==> src/rtl/ffba_pkg.sv <==
// ----------------------------------------------------------------------------
// First-fit block allocator package
// Shared sizes, status codes, state encoding and the block table entry type.
// ----------------------------------------------------------------------------
package ffba_pkg;

	localparam int MAX_BLOCKS   = 64;
	localparam int IDX_W        = $clog2(MAX_BLOCKS);
	localparam int CNT_W        = $clog2(MAX_BLOCKS + 1);
	localparam int HEADER_BYTES = 16;
	localparam int SIZE_W       = 20;
	localparam int TOP_W        = 21;
	localparam int STATUS_W     = 3;
	localparam int PADDR_W      = 3;
	localparam int PDATA_W      = 32;

	localparam logic [TOP_W-1:0] LIMIT_CAP   = TOP_W'(1048576);
	localparam logic [TOP_W-1:0] LIMIT_RESET = TOP_W'(65536);

	// Register word indexes on the configuration port.
	localparam logic REG_HEAP_LIMIT = 1'b0;

	// Result status codes.
	localparam logic [STATUS_W-1:0] ST_OK         = 3'd0;
	localparam logic [STATUS_W-1:0] ST_ZERO       = 3'd1;
	localparam logic [STATUS_W-1:0] ST_HEAP_FULL  = 3'd2;
	localparam logic [STATUS_W-1:0] ST_TABLE_FULL = 3'd3;
	localparam logic [STATUS_W-1:0] ST_BAD_HANDLE = 3'd4;

	// Request kinds (only the low bit of kind is meaningful).
	localparam logic KIND_ALLOC = 1'b0;
	localparam logic KIND_FREE  = 1'b1;

	typedef enum logic [4:0] {
		S_IDLE   = 5'b00001,
		S_SCAN   = 5'b00010,
		S_APPEND = 5'b00100,
		S_FREE   = 5'b01000,
		S_RESP   = 5'b10000
	} state_t;

	typedef struct packed {
		logic              free;
		logic [SIZE_W-1:0] size;
		logic [SIZE_W-1:0] start;
	} entry_t;

endpackage

==> src/rtl/ffba_ram.sv <==
// ----------------------------------------------------------------------------
// Generic single-port-write, single-port-read RAM
// One write and one read per cycle; read data is registered.
// ----------------------------------------------------------------------------
module ffba_ram #(
	parameter int WIDTH = 8,
	parameter int DEPTH = 16
) (
	input  logic                     clk,
	input  logic                     we,
	input  logic [$clog2(DEPTH)-1:0] waddr,
	input  logic [WIDTH-1:0]         wdata,
	input  logic                     re,
	input  logic [$clog2(DEPTH)-1:0] raddr,
	output logic [WIDTH-1:0]         rdata
);

	logic [WIDTH-1:0] mem_q [DEPTH];

	always_ff @(posedge clk) begin
		if (we) begin
			mem_q[waddr] <= wdata;
		end
		if (re) begin
			rdata <= mem_q[raddr];
		end
	end

endmodule

==> src/rtl/first_fit_block_allocator.sv <==
// ----------------------------------------------------------------------------
// First-fit block allocator
// Keeps a table of heap blocks in address order and serves allocate and
// free requests, one transaction at a time, against a block table in RAM.
// ----------------------------------------------------------------------------
// The block table (start offset, payload size and free mark of each block)
// lives in a single RAM with a registered read port; the block count, the
// heap top and the heap limit register are flip-flops. An allocate request
// reads the table entries one per cycle from index zero until a free block
// fits or the table ends. A free request with a valid handle reads its entry
// once; a zero-size allocate or a bad handle goes straight to its result. A
// result still stalled in the output register holds the next one back. The
// next request can be accepted from the cycle in which the result is
// presented. The table needs no clearing pass after reset: only entries
// below the block count are ever used, and each of them was written when it
// was appended. A result sits in an output register, so a new request is
// taken while the previous result is still stalled on the response channel.
// heap_limit may only be written while no transaction is in flight; values
// above 1 MiB behave as 1 MiB.
// ----------------------------------------------------------------------------
module first_fit_block_allocator (
	input  logic                                clk,
	input  logic                                arst_n,
	// Request channel
	input  logic                                req_valid,
	output logic                                req_stall,
	input  logic                                kind,
	input  logic [ffba_pkg::SIZE_W-1:0]         req_size,
	input  logic [ffba_pkg::IDX_W-1:0]          block_handle,
	// Response channel
	output logic                                rsp_valid,
	input  logic                                rsp_stall,
	output logic [ffba_pkg::STATUS_W-1:0]       status,
	output logic [ffba_pkg::IDX_W-1:0]          handle,
	output logic [ffba_pkg::SIZE_W-1:0]         payload_offset,
	output logic [ffba_pkg::SIZE_W-1:0]         block_bytes,
	output logic [ffba_pkg::TOP_W-1:0]          heap_used,
	// Configuration port
	input  logic                                psel,
	input  logic                                penable,
	input  logic                                pwrite,
	input  logic [ffba_pkg::PADDR_W-1:0]        paddr,
	input  logic [ffba_pkg::PDATA_W-1:0]        pwdata,
	output logic [ffba_pkg::PDATA_W-1:0]        prdata,
	output logic                                pready
);

	import ffba_pkg::*;

	// Control state.
	state_t             state_q;
	logic [CNT_W-1:0]   count_q;
	logic [TOP_W-1:0]   heap_top_q;
	logic [TOP_W-1:0]   heap_limit_q;
	logic [CNT_W-1:0]   issue_q;
	logic               rd_vld_s1;
	logic               out_valid_q;

	// Request and result payload registers.
	logic [SIZE_W-1:0]   size_q;
	logic [IDX_W-1:0]    hdl_q;
	logic [IDX_W-1:0]    rd_idx_s1;
	logic [STATUS_W-1:0] res_status_q;
	logic [IDX_W-1:0]    res_handle_q;
	logic [SIZE_W-1:0]   res_offset_q;
	logic [SIZE_W-1:0]   res_bytes_q;
	logic [STATUS_W-1:0] out_status_q;
	logic [IDX_W-1:0]    out_handle_q;
	logic [SIZE_W-1:0]   out_offset_q;
	logic [SIZE_W-1:0]   out_bytes_q;
	logic [TOP_W-1:0]    out_heap_q;

	// RAM port signals.
	logic               ram_we;
	logic [IDX_W-1:0]   ram_waddr;
	entry_t             ram_wdata;
	logic               ram_re;
	logic [IDX_W-1:0]   ram_raddr;
	entry_t             ram_rdata;

	logic               req_acc;
	logic               out_free;
	logic               cfg_wr;
	logic [TOP_W-1:0]   limit_eff;
	logic [TOP_W:0]     new_top;
	logic               scan_hit;
	logic               free_is_top;

	ffba_ram #(
		.WIDTH ($bits(entry_t)),
		.DEPTH (MAX_BLOCKS)
	) u_table (
		.clk   (clk),
		.we    (ram_we),
		.waddr (ram_waddr),
		.wdata (ram_wdata),
		.re    (ram_re),
		.raddr (ram_raddr),
		.rdata (ram_rdata)
	);

	// Requests are taken only while idle; the response side has its own
	// register, so a stalled result does not hold up acceptance of the next request.
	assign req_stall = (state_q != S_IDLE);
	assign req_acc   = req_valid && !req_stall;
	assign out_free  = !out_valid_q || !rsp_stall;

	assign pready = 1'b1;
	assign cfg_wr = psel && penable && pwrite && pready;
	assign prdata = (paddr[2] == REG_HEAP_LIMIT) ?
	                {{(PDATA_W-TOP_W){1'b0}}, heap_limit_q} : '0;

	assign limit_eff = (heap_limit_q > LIMIT_CAP) ? LIMIT_CAP : heap_limit_q;

	// Heap top after an append: old top plus header plus payload.
	assign new_top = {1'b0, heap_top_q} + (TOP_W+1)'(size_q) + (TOP_W+1)'(HEADER_BYTES);

	// During the scan the entry read in the previous cycle is checked here.
	assign scan_hit = rd_vld_s1 && ram_rdata.free && (ram_rdata.size >= size_q);

	// The freed block is the last one in the table when its index is count-1.
	assign free_is_top = ((CNT_W'(hdl_q) + CNT_W'(1)) == count_q);

	always_comb begin
		ram_re    = 1'b0;
		ram_raddr = issue_q[IDX_W-1:0];
		ram_we    = 1'b0;
		ram_waddr = rd_idx_s1;
		ram_wdata = ram_rdata;
		unique case (state_q)
			S_IDLE: begin
				if (req_acc) begin
					ram_re    = 1'b1;
					ram_raddr = (kind == KIND_FREE) ? block_handle : '0;
				end
			end
			S_SCAN: begin
				if (scan_hit) begin
					ram_we         = 1'b1;
					ram_wdata.free = 1'b0;
				end else if (issue_q < count_q) begin
					ram_re = 1'b1;
				end
			end
			S_APPEND: begin
				if ((new_top <= {1'b0, limit_eff}) && (count_q < CNT_W'(MAX_BLOCKS))) begin
					ram_we          = 1'b1;
					ram_waddr       = count_q[IDX_W-1:0];
					ram_wdata.free  = 1'b0;
					ram_wdata.size  = size_q;
					ram_wdata.start = heap_top_q[SIZE_W-1:0];
				end
			end
			S_FREE: begin
				if (!free_is_top) begin
					ram_we         = 1'b1;
					ram_waddr      = hdl_q;
					ram_wdata.free = 1'b1;
				end
			end
			S_RESP: begin
			end
			default: begin
			end
		endcase
	end

	// Sequencer and table bookkeeping.
	always_ff @(posedge clk or negedge arst_n) begin
		if (!arst_n) begin
			state_q      <= S_IDLE;
			count_q      <= '0;
			heap_top_q   <= '0;
			heap_limit_q <= LIMIT_RESET;
			issue_q      <= '0;
			rd_vld_s1    <= 1'b0;
			out_valid_q  <= 1'b0;
		end else begin
			if (cfg_wr && (paddr[2] == REG_HEAP_LIMIT)) begin
				heap_limit_q <= pwdata[TOP_W-1:0];
			end
			// The output register is loaded as the result leaves S_RESP and
			// emptied when the response transaction completes.
			if ((state_q == S_RESP) && out_free) begin
				out_valid_q <= 1'b1;
			end else if (out_valid_q && !rsp_stall) begin
				out_valid_q <= 1'b0;
			end
			unique case (state_q)
				S_IDLE: begin
					if (req_acc) begin
						if (kind == KIND_FREE) begin
							state_q <= (CNT_W'(block_handle) < count_q) ? S_FREE : S_RESP;
						end else if (req_size == '0) begin
							state_q <= S_RESP;
						end else if (count_q == '0) begin
							state_q <= S_APPEND;
						end else begin
							state_q   <= S_SCAN;
							issue_q   <= CNT_W'(1);
							rd_vld_s1 <= 1'b1;
						end
					end
				end
				S_SCAN: begin
					if (scan_hit) begin
						state_q   <= S_RESP;
						rd_vld_s1 <= 1'b0;
					end else if (issue_q < count_q) begin
						issue_q   <= issue_q + CNT_W'(1);
						rd_vld_s1 <= 1'b1;
					end else begin
						state_q   <= S_APPEND;
						rd_vld_s1 <= 1'b0;
					end
				end
				S_APPEND: begin
					state_q <= S_RESP;
					if ((new_top <= {1'b0, limit_eff}) && (count_q < CNT_W'(MAX_BLOCKS))) begin
						count_q    <= count_q + CNT_W'(1);
						heap_top_q <= new_top[TOP_W-1:0];
					end
				end
				S_FREE: begin
					state_q <= S_RESP;
					if (free_is_top) begin
						count_q    <= CNT_W'(hdl_q);
						heap_top_q <= TOP_W'(ram_rdata.start);
					end
				end
				S_RESP: begin
					if (out_free) begin
						state_q <= S_IDLE;
					end
				end
				default: begin
					state_q <= S_IDLE;
				end
			endcase
		end
	end

	// Request capture, result assembly and the output register.
	always_ff @(posedge clk) begin
		case (state_q)
			S_IDLE: begin
				if (req_acc) begin
					size_q       <= req_size;
					hdl_q        <= block_handle;
					rd_idx_s1    <= '0;
					res_offset_q <= '0;
					res_bytes_q  <= '0;
					if (kind == KIND_FREE) begin
						res_status_q <= ST_BAD_HANDLE;
						res_handle_q <= block_handle;
					end else begin
						res_status_q <= ST_ZERO;
						res_handle_q <= '0;
					end
				end
			end
			S_SCAN: begin
				if (scan_hit) begin
					res_status_q <= ST_OK;
					res_handle_q <= rd_idx_s1;
					res_offset_q <= ram_rdata.start + SIZE_W'(HEADER_BYTES);
					res_bytes_q  <= ram_rdata.size;
				end else begin
					rd_idx_s1 <= issue_q[IDX_W-1:0];
				end
			end
			S_APPEND: begin
				if (new_top > {1'b0, limit_eff}) begin
					res_status_q <= ST_HEAP_FULL;
				end else if (count_q >= CNT_W'(MAX_BLOCKS)) begin
					res_status_q <= ST_TABLE_FULL;
				end else begin
					res_status_q <= ST_OK;
					res_handle_q <= count_q[IDX_W-1:0];
					res_offset_q <= heap_top_q[SIZE_W-1:0] + SIZE_W'(HEADER_BYTES);
					res_bytes_q  <= size_q;
				end
			end
			S_FREE: begin
				res_status_q <= ST_OK;
				res_handle_q <= hdl_q;
				res_offset_q <= ram_rdata.start + SIZE_W'(HEADER_BYTES);
				res_bytes_q  <= ram_rdata.size;
			end
			S_RESP: begin
				if (out_free) begin
					out_status_q <= res_status_q;
					out_handle_q <= res_handle_q;
					out_offset_q <= res_offset_q;
					out_bytes_q  <= res_bytes_q;
					out_heap_q   <= heap_top_q;
				end
			end
			default: begin
			end
		endcase
	end

	assign rsp_valid      = out_valid_q;
	assign status         = out_status_q;
	assign handle         = out_handle_q;
	assign payload_offset = out_offset_q;
	assign block_bytes    = out_bytes_q;
	assign heap_used      = out_heap_q;

endmodule

==> config.mk <==
export PLATFORM = sky130hd
export DESIGN_NAME = first_fit_block_allocator
export DESIGN_NICKNAME = d
export VERILOG_FILES = /design/src/rtl/ffba_pkg.sv /design/src/rtl/ffba_ram.sv /design/src/rtl/first_fit_block_allocator.sv
export SDC_FILE = /design/constraint.sdc
export NUM_CORES = 2
export LEC_CHECK = 0
export CORE_UTILIZATION = 33
export CTS_CLUSTER_DIAMETER = 120
export DETAILED_ROUTE_END_ITERATION = 6
export DONT_BUFFER_PORTS = 1
export SYNTH_ARGS = -nofsm -noshare
export SYNTH_HDL_FRONTEND = slang
export SYNTH_HIERARCHICAL = 1
export SYNTH_SLANG_ARGS = --single-unit
==> constraint.sdc <==
create_clock -name clk -period 10.85 [get_ports clk]
set_input_delay 1.6275 -clock clk [delete_from_list [all_inputs] [get_ports clk]]
set_output_delay 1.6275 -clock clk [all_outputs]
set_load 0.03 [all_outputs]
[Yosys cells after proc, flatten, opt, wreduce, memory -nomap -nowiden]
Memory sizes are Yosys's and may differ from the RTL's. A register that Yosys moved wholly into a read port is not among the register bits.
Index checks and enable logic that the tools add are counted.
Widths: inputs -> output; s select.
Word-level totals
  register bits: 214
  RAM bits: 2624
  input bits: 69
  output and inout port bits: 105
  logic and storage cells: 160
  memories: 1
Memory list
  u_table.mem_q: depth 64, bits a word 41, read ports 1, clocked after memory_dff 1, write ports 1, RTL line ffba_ram.sv:18  | logic [WIDTH-1:0] mem_q [DEPTH];
Operators by class
  add/sub/neg operators: 7
  order comparisons: 8
  equal/unequal tests: 20
  multiplexer cells: 75
  bitwise operators: 1
  reduce and logical (&&, ||, !) cells: 29
Operator list (count)
  $pmux 20 s4: 2
  $mux 20: 7
  $mux 21: 4
  $mux 6: 11
  $mux 7: 8
  $pmux 21 s2: 1
  $mux 41: 1
  $add 20x5->20 const B: 2
  $mux 40: 1
  $mux 5: 7
  $pmux 7 s2: 2
  $ne 2x2->1 const B: 12
  $pmux 6 s2: 2
  $pmux 6 s4: 1
  $add 21x20->22: 1
  $add 22x5->22 const B: 1
  $gt 22x21->1: 1
  $le 22x21->1: 1
  $gt 21x21->1 const B: 1
  $ge 20x20->1: 1
  $logic_not 20->1: 1
  $pmux 5 s4: 1
  $mux 1: 16
  $add 7x1->7 const B: 2
  30 further kinds: 53

[Depth between registers and ports, before layout]
  depth in word-level cells: 8
  depth in mapped cells: 25
  gate-level depth less buffers: 22

[Cells and area by module]
The synthesis kept the hierarchy.
By module, submodules not included
  ffba_ram: times used 1, cells each 4234, area an instance 100856.7 µm², sequential area each 80026.8 µm²
  first_fit_block_allocator: times used 1, cells each 1115, area an instance 12450.7 µm², sequential area each 6113.4 µm²

[Worst setup path before layout]
OpenSTA, ideal clock, no wires.
  path type: register to register
  start: register heap_top_q[1]
  end: memory u_table/mem_q[44][0] (netlist bit) (enable)
  setup time: 0.490 ns
  arrival time: 7.640 ns
  required time: 10.360 ns
  setup slack: 2.719 ns
  stages on the path, launching flop included: 24
  path buffers: 2
  period minus slack after synthesis: 8.131 ns
  cell sequence: dfrtp_1 ha_1 ha_1 inv_1 fa_1 nor2b_1 o31ai_2 a2bb2oi_2 a31oi_1 a21oi_1 xnor2_1 inv_1 ha_1 a21o_1 a221oi_1 o2111a_1 a221oi_1 nor4b_2 buf_2 nor2_1 a21o_1 clkbuf_1 nand4b_1 nor3_1
Between the ends
  elaborated cells between the ends (all ways): 10
  those cells by class: add/sub: 2; order compare: 1; mux: 6; reduce/logical: 1
RTL lines
  start: declaration: RTL line first_fit_block_allocator.sv:53  | logic [TOP_W-1:0] heap_top_q;
  start signal: assignment: RTL line first_fit_block_allocator.sv:221  | heap_top_q <= new_top[TOP_W-1:0];
  start signal: assignment: RTL line first_fit_block_allocator.sv:228  | heap_top_q <= TOP_W'(ram_rdata.start);
  $add 21x20->22: RTL line first_fit_block_allocator.sv:116  | assign new_top = {1'b0, heap_top_q} + (TOP_W+1)'(size_q) + (TOP_W+1)'(HEADER_BYTES);
  $add 22x5->22: RTL line first_fit_block_allocator.sv:116
  $le 22x21->1: RTL line first_fit_block_allocator.sv:146  | if ((new_top <= {1'b0, limit_eff}) && (count_q < CNT_W'(MAX_BLOCKS))) begin
  $logic_and 1x1->1: RTL line first_fit_block_allocator.sv:146
  $mux 6: RTL line first_fit_block_allocator.sv:146
  $pmux 6 s2: RTL line first_fit_block_allocator.sv:130  | unique case (state_q)
  via ram_waddr[4]: RTL line first_fit_block_allocator.sv:75  | logic [IDX_W-1:0] ram_waddr;
  end: declaration: RTL line ffba_ram.sv:18
The timed path passes the listed nets, and every way through them passes these cells.

[Worst setup path after layout]
  start: register size_q[1]
  end: memory u_table/mem_q[14][0] (netlist bit) (enable)
Between the ends
  elaborated cells between the ends (all ways): 13
  those cells by class: add/sub: 2; order compare: 2; mux: 7; reduce/logical: 2
RTL lines
  start: declaration: RTL line first_fit_block_allocator.sv:60  | logic [SIZE_W-1:0] size_q;
  start signal: assignment: RTL line first_fit_block_allocator.sv:248  | size_q <= req_size;
  $add 21x20->22: RTL line first_fit_block_allocator.sv:116
  $add 22x5->22: RTL line first_fit_block_allocator.sv:116
  $le 22x21->1: RTL line first_fit_block_allocator.sv:146
  $logic_and 1x1->1: RTL line first_fit_block_allocator.sv:146
  $mux 6: RTL line first_fit_block_allocator.sv:146
  $pmux 6 s2: RTL line first_fit_block_allocator.sv:130
  via ram_waddr[0]: RTL line first_fit_block_allocator.sv:75
The timed path passes the listed nets, and every way through them passes these cells.

==> flow_summary.yaml <==
worst_setup_path:
  worst_ep_required_time_ns: 11.36
  crit_fanout: 23
  worstSetupStartpointType: "flop"
  crit_path_end_kind: "flop"
  criticalPathCategory: "flop to flop"
  cp.arrival_ns: 9.12
clock_network:
  clk_pin_slew_ns: 0.06
  cts-root-buf: "clkbuf_16"
  numCtsBuffers: 287
  clock_latency_ns: 0.87
  postCtsSetupRepairBufs: 0
  ctsResizeCount: 0
  cts.hold.buffers_added: 0
  htreeDepth: 5
  cts_tree: "done"
  clk_path_buf_depth: 4
  clock-sinks: 2879
timing:
  maxSlewViolCount: 0
  finalSetupTns_ns: 0
  hold_slack_ns: 0.4157
  final_critical_path_setup_slack_ns: 2.239
  worst_pin_slew_ns: 1.335
  fmax_mhz: 116.1
  setup_viol: 0
  fin_crit_ns: 8.611
  final_hold_viol_count: 0
  rsz0062_at_grt: "false"
  post-route-period-util_pct: 79.37
  finClkSkew_ns: 0.04469
  slew_headroom_pct: 10.76
power:
  ir_worst_vdd_mv: 0.2405
  netSwitchingFraction_pct: 32.08
  combinationalPowerShare_pct: 29.9
  power_frac_seq_pct: 42.1
  p_sw_mw: 11.20
  power_leakage_nw: 39.92
  power.internal_mw: 23.72
  pwr_density_cell_nw_per_um2: 271.3
  pwr-share-clk_pct: 28.0
route:
  wl_um: 300200
  dr_wl_met2_um: 141100
  antenna_left: 0
  drt_iter0_markers: 6917
  met3_length_um: 25260
  drc: 0
  wl_met1_um: 123100
  post_drt_via_cell_ratio: 5.468
  wl_per_cell_um: 29.22
  first_pass_iters: 6
  vias: 56170
  top_layer_used: "met5"
logic_synthesis:
  ys_types: 81
  synthFlopType: "edfxtp_1"
  synth_edf_count: 2816
  yosys-top-cells-area: "edfxtp_1, mux4_2, dfrtp_1"
  synth_async_sr_flop_share_pct: 2.188
  syn_area_per_cell_sq_um: 21.18
  synth_top_cell_by_area: "edfxtp_1"
  syn_area_sq_um: 113300
  syn_inst: 5349
  synth-seq-cells: 2879
  synth.top_cell.area_share_pct: 74.63
  yosys_warnings: 6
  ys_seq_area_share_pct: 76.02
grt:
  track_usage_pct: 17.09
  antenna_found_initial: 20
  grt_max_degree: 136
  grt_pass1_vias: 56260
  grt_pass1_wl_um: 425500
  overflow: 0
flow_run:
  maxCapViolCount: 0
place:
  dp_slack_ns: 2.293
  io_buffers: 0
  place.gp.congestion: 0.8819
  dp_hpwl_um: 173700
finish:
  final_nets: 5669
  layout-drive-gt1-share_pct: 24.98
  mostFrequentLayoutCell: "edfxtp_1"
  mostFrequentLayoutCells: "edfxtp_1, mux4_2, clkbuf_16, nand2_1"
  area_growth_pct: 13.60
die:
  die-area_sq_um: 345700
  io_pins: 174
  die_h_um: 588.0
  num_rows: 214
  initial_core_util_pct: 33.24
  fp.coreArea_sq_um: 340900
  die_w_um: 588.0
min_path:
  hold_path.class: "flop to flop"
status:
  status: "completed"
-- synthesized netlist by cell type, types with 7 or more instances --
cell type / instances
and2_1: 13
a21oi_1: 121
buf_4: 33
buf_6: 9
mux2_2: 65
edfxtp_1: 2816
or3b_2: 7
buf_1: 40
mux2i_1: 139
nand4_1: 14
dfrtp_1: 61
mux4_2: 698
a22o_1: 9
or3_1: 9
ha_1: 97
nor2_1: 188
nand3b_1: 8
a22oi_1: 15
xor2_1: 22
nand3_1: 34
o21ai_0: 60
o22ai_1: 122
mux2_1: 9
or2_2: 7
and3_1: 18
nor3_1: 32
inv_1: 47
a21o_1: 19
nor2b_1: 43
a31oi_1: 18
o221ai_1: 34
a311oi_1: 11
nor4_1: 12
clkbuf_1: 137
xnor2_1: 19
nand2_1: 155
nand2b_1: 26
buf_2: 77
-- final timing paths --
kind,from,endpoint,slack [ns],depth (start not counted)
worst max-delay path,size_q[1],u_table/mem_q[14][0],2.24,23
worst max register to register,size_q[1],u_table/mem_q[14][0],2.24,23
min in group asynchronous,arst_n,heap_top_q[16],0.48,0
worst min-delay path,res_offset_q[11],payload_offset[11],0.42,0
worst min register to register,res_offset_q[11],payload_offset[11],0.42,0
max in group asynchronous,arst_n,state_q[0],10.17,0
-- through the flow --
| step | power (mW) | instances | instance area (sq um) | util [%] |
|---|---|---|---|---|
| 5_1_grt | 36.19 | 10260 | 128700 | 37.76 |
| 6_report | 34.92 | 10270 | 128700 | 37.76 |
| 4_1_cts | 35.10 | 10260 | 128700 | 37.75 |
| 3_5_place_dp | 25.37 | 9749 | 119500 | 35.07 |
| 3_3_place_gp | 25.20 | 9749 | 119500 | 35.07 |
| 2_1_floorplan | 21.60 | 5359 | 113300 | - |
-- power groups by stage --
| stage | clock (mW) | combinational [mW] | sequential [mW] |
|---|---|---|---|
| 2_1_floorplan | 0 | 6.85 | 14.8 |
| 3_3_place_gp | 0 | 10.3 | 14.9 |
| 3_5_place_dp | 0 | 10.4 | 14.9 |
| 4_1_cts | 9.95 | 10.5 | 14.7 |
| 5_1_grt | 10.4 | 11.1 | 14.7 |
| 6_report | 9.78 | 10.4 | 14.7 |
-- kinds of logic after synthesis --
group / count (synthesis) / share of synthesized area, %
flip-flops: 2879 / 76.02
XOR/XNOR: 41 / 0.3169
AND/OR/NAND/NOR: 580 / 2.432
multiplexers: 911 / 15.84
other: 2 / 0.006628
AO/OA/AOI/OAI: 494 / 2.902
adder cells (fa/ha/maj): 98 / 1.089
buffers and inverters: 344 / 1.394
-- state kept, by name, indices dropped and copies added, names as in the netlist, 6 cells and up --
register and flops:
size_q 20, rd_idx_s1 6, handle 6, count_q 7
heap_used 21, block_bytes 20, issue_q 7, u_table/rdata 41
u_table/mem_q 2624, res_handle_q 6, res_bytes_q 20, heap_limit_q 21
res_offset_q 20, hdl_q 6, heap_top_q 21, payload_offset 20
-- routing by layer --
metal,track usage [%],up-vias
met5,0,-
met4,6.074,2
met3,3.212,424
met2,26.92,2587
met1,23.71,30490
li1,-,22670
-- worst max-delay path, cell delays in order (launching register included) --
cell       delay [ns]
edfxtp_1         0.42
ha_1             0.30
ha_1             0.20
inv_1            0.08
fa_1             0.46
nor2b_1          0.22
o31ai_2          0.14
a2bb2oi_2        0.29
a31oi_1          0.14
a21oi_1          0.19
xnor2_1          0.19
inv_1            0.09
ha_1             0.30
a21o_1           0.16
a221oi_1         0.42
o2111a_1         0.25
a221oi_1         0.15
nor4b_4          0.88
nor2_1           0.28
a221o_1          0.57
nor2b_1          0.28
nand3_1          0.53
nor2_4           1.14
buf_4            0.53
-- cell type report --
| type | count | area [sq um] |
|---|---|---|
| multi-input combinational | 2136 | 26270 |
| tap | 4536 | 5675 |
| timing repair buffer | 150 | 1264 |
| sequential | 2879 | 86140 |
| clock buffer | 354 | 7624 |
| inverter | 48 | 180.2 |
| antenna | 12 | 30.03 |
| clock inverter | 158 | 1538 |
| fill | 30400 | 212100 |
No activity file was read; power rests on OpenSTA's default activity.
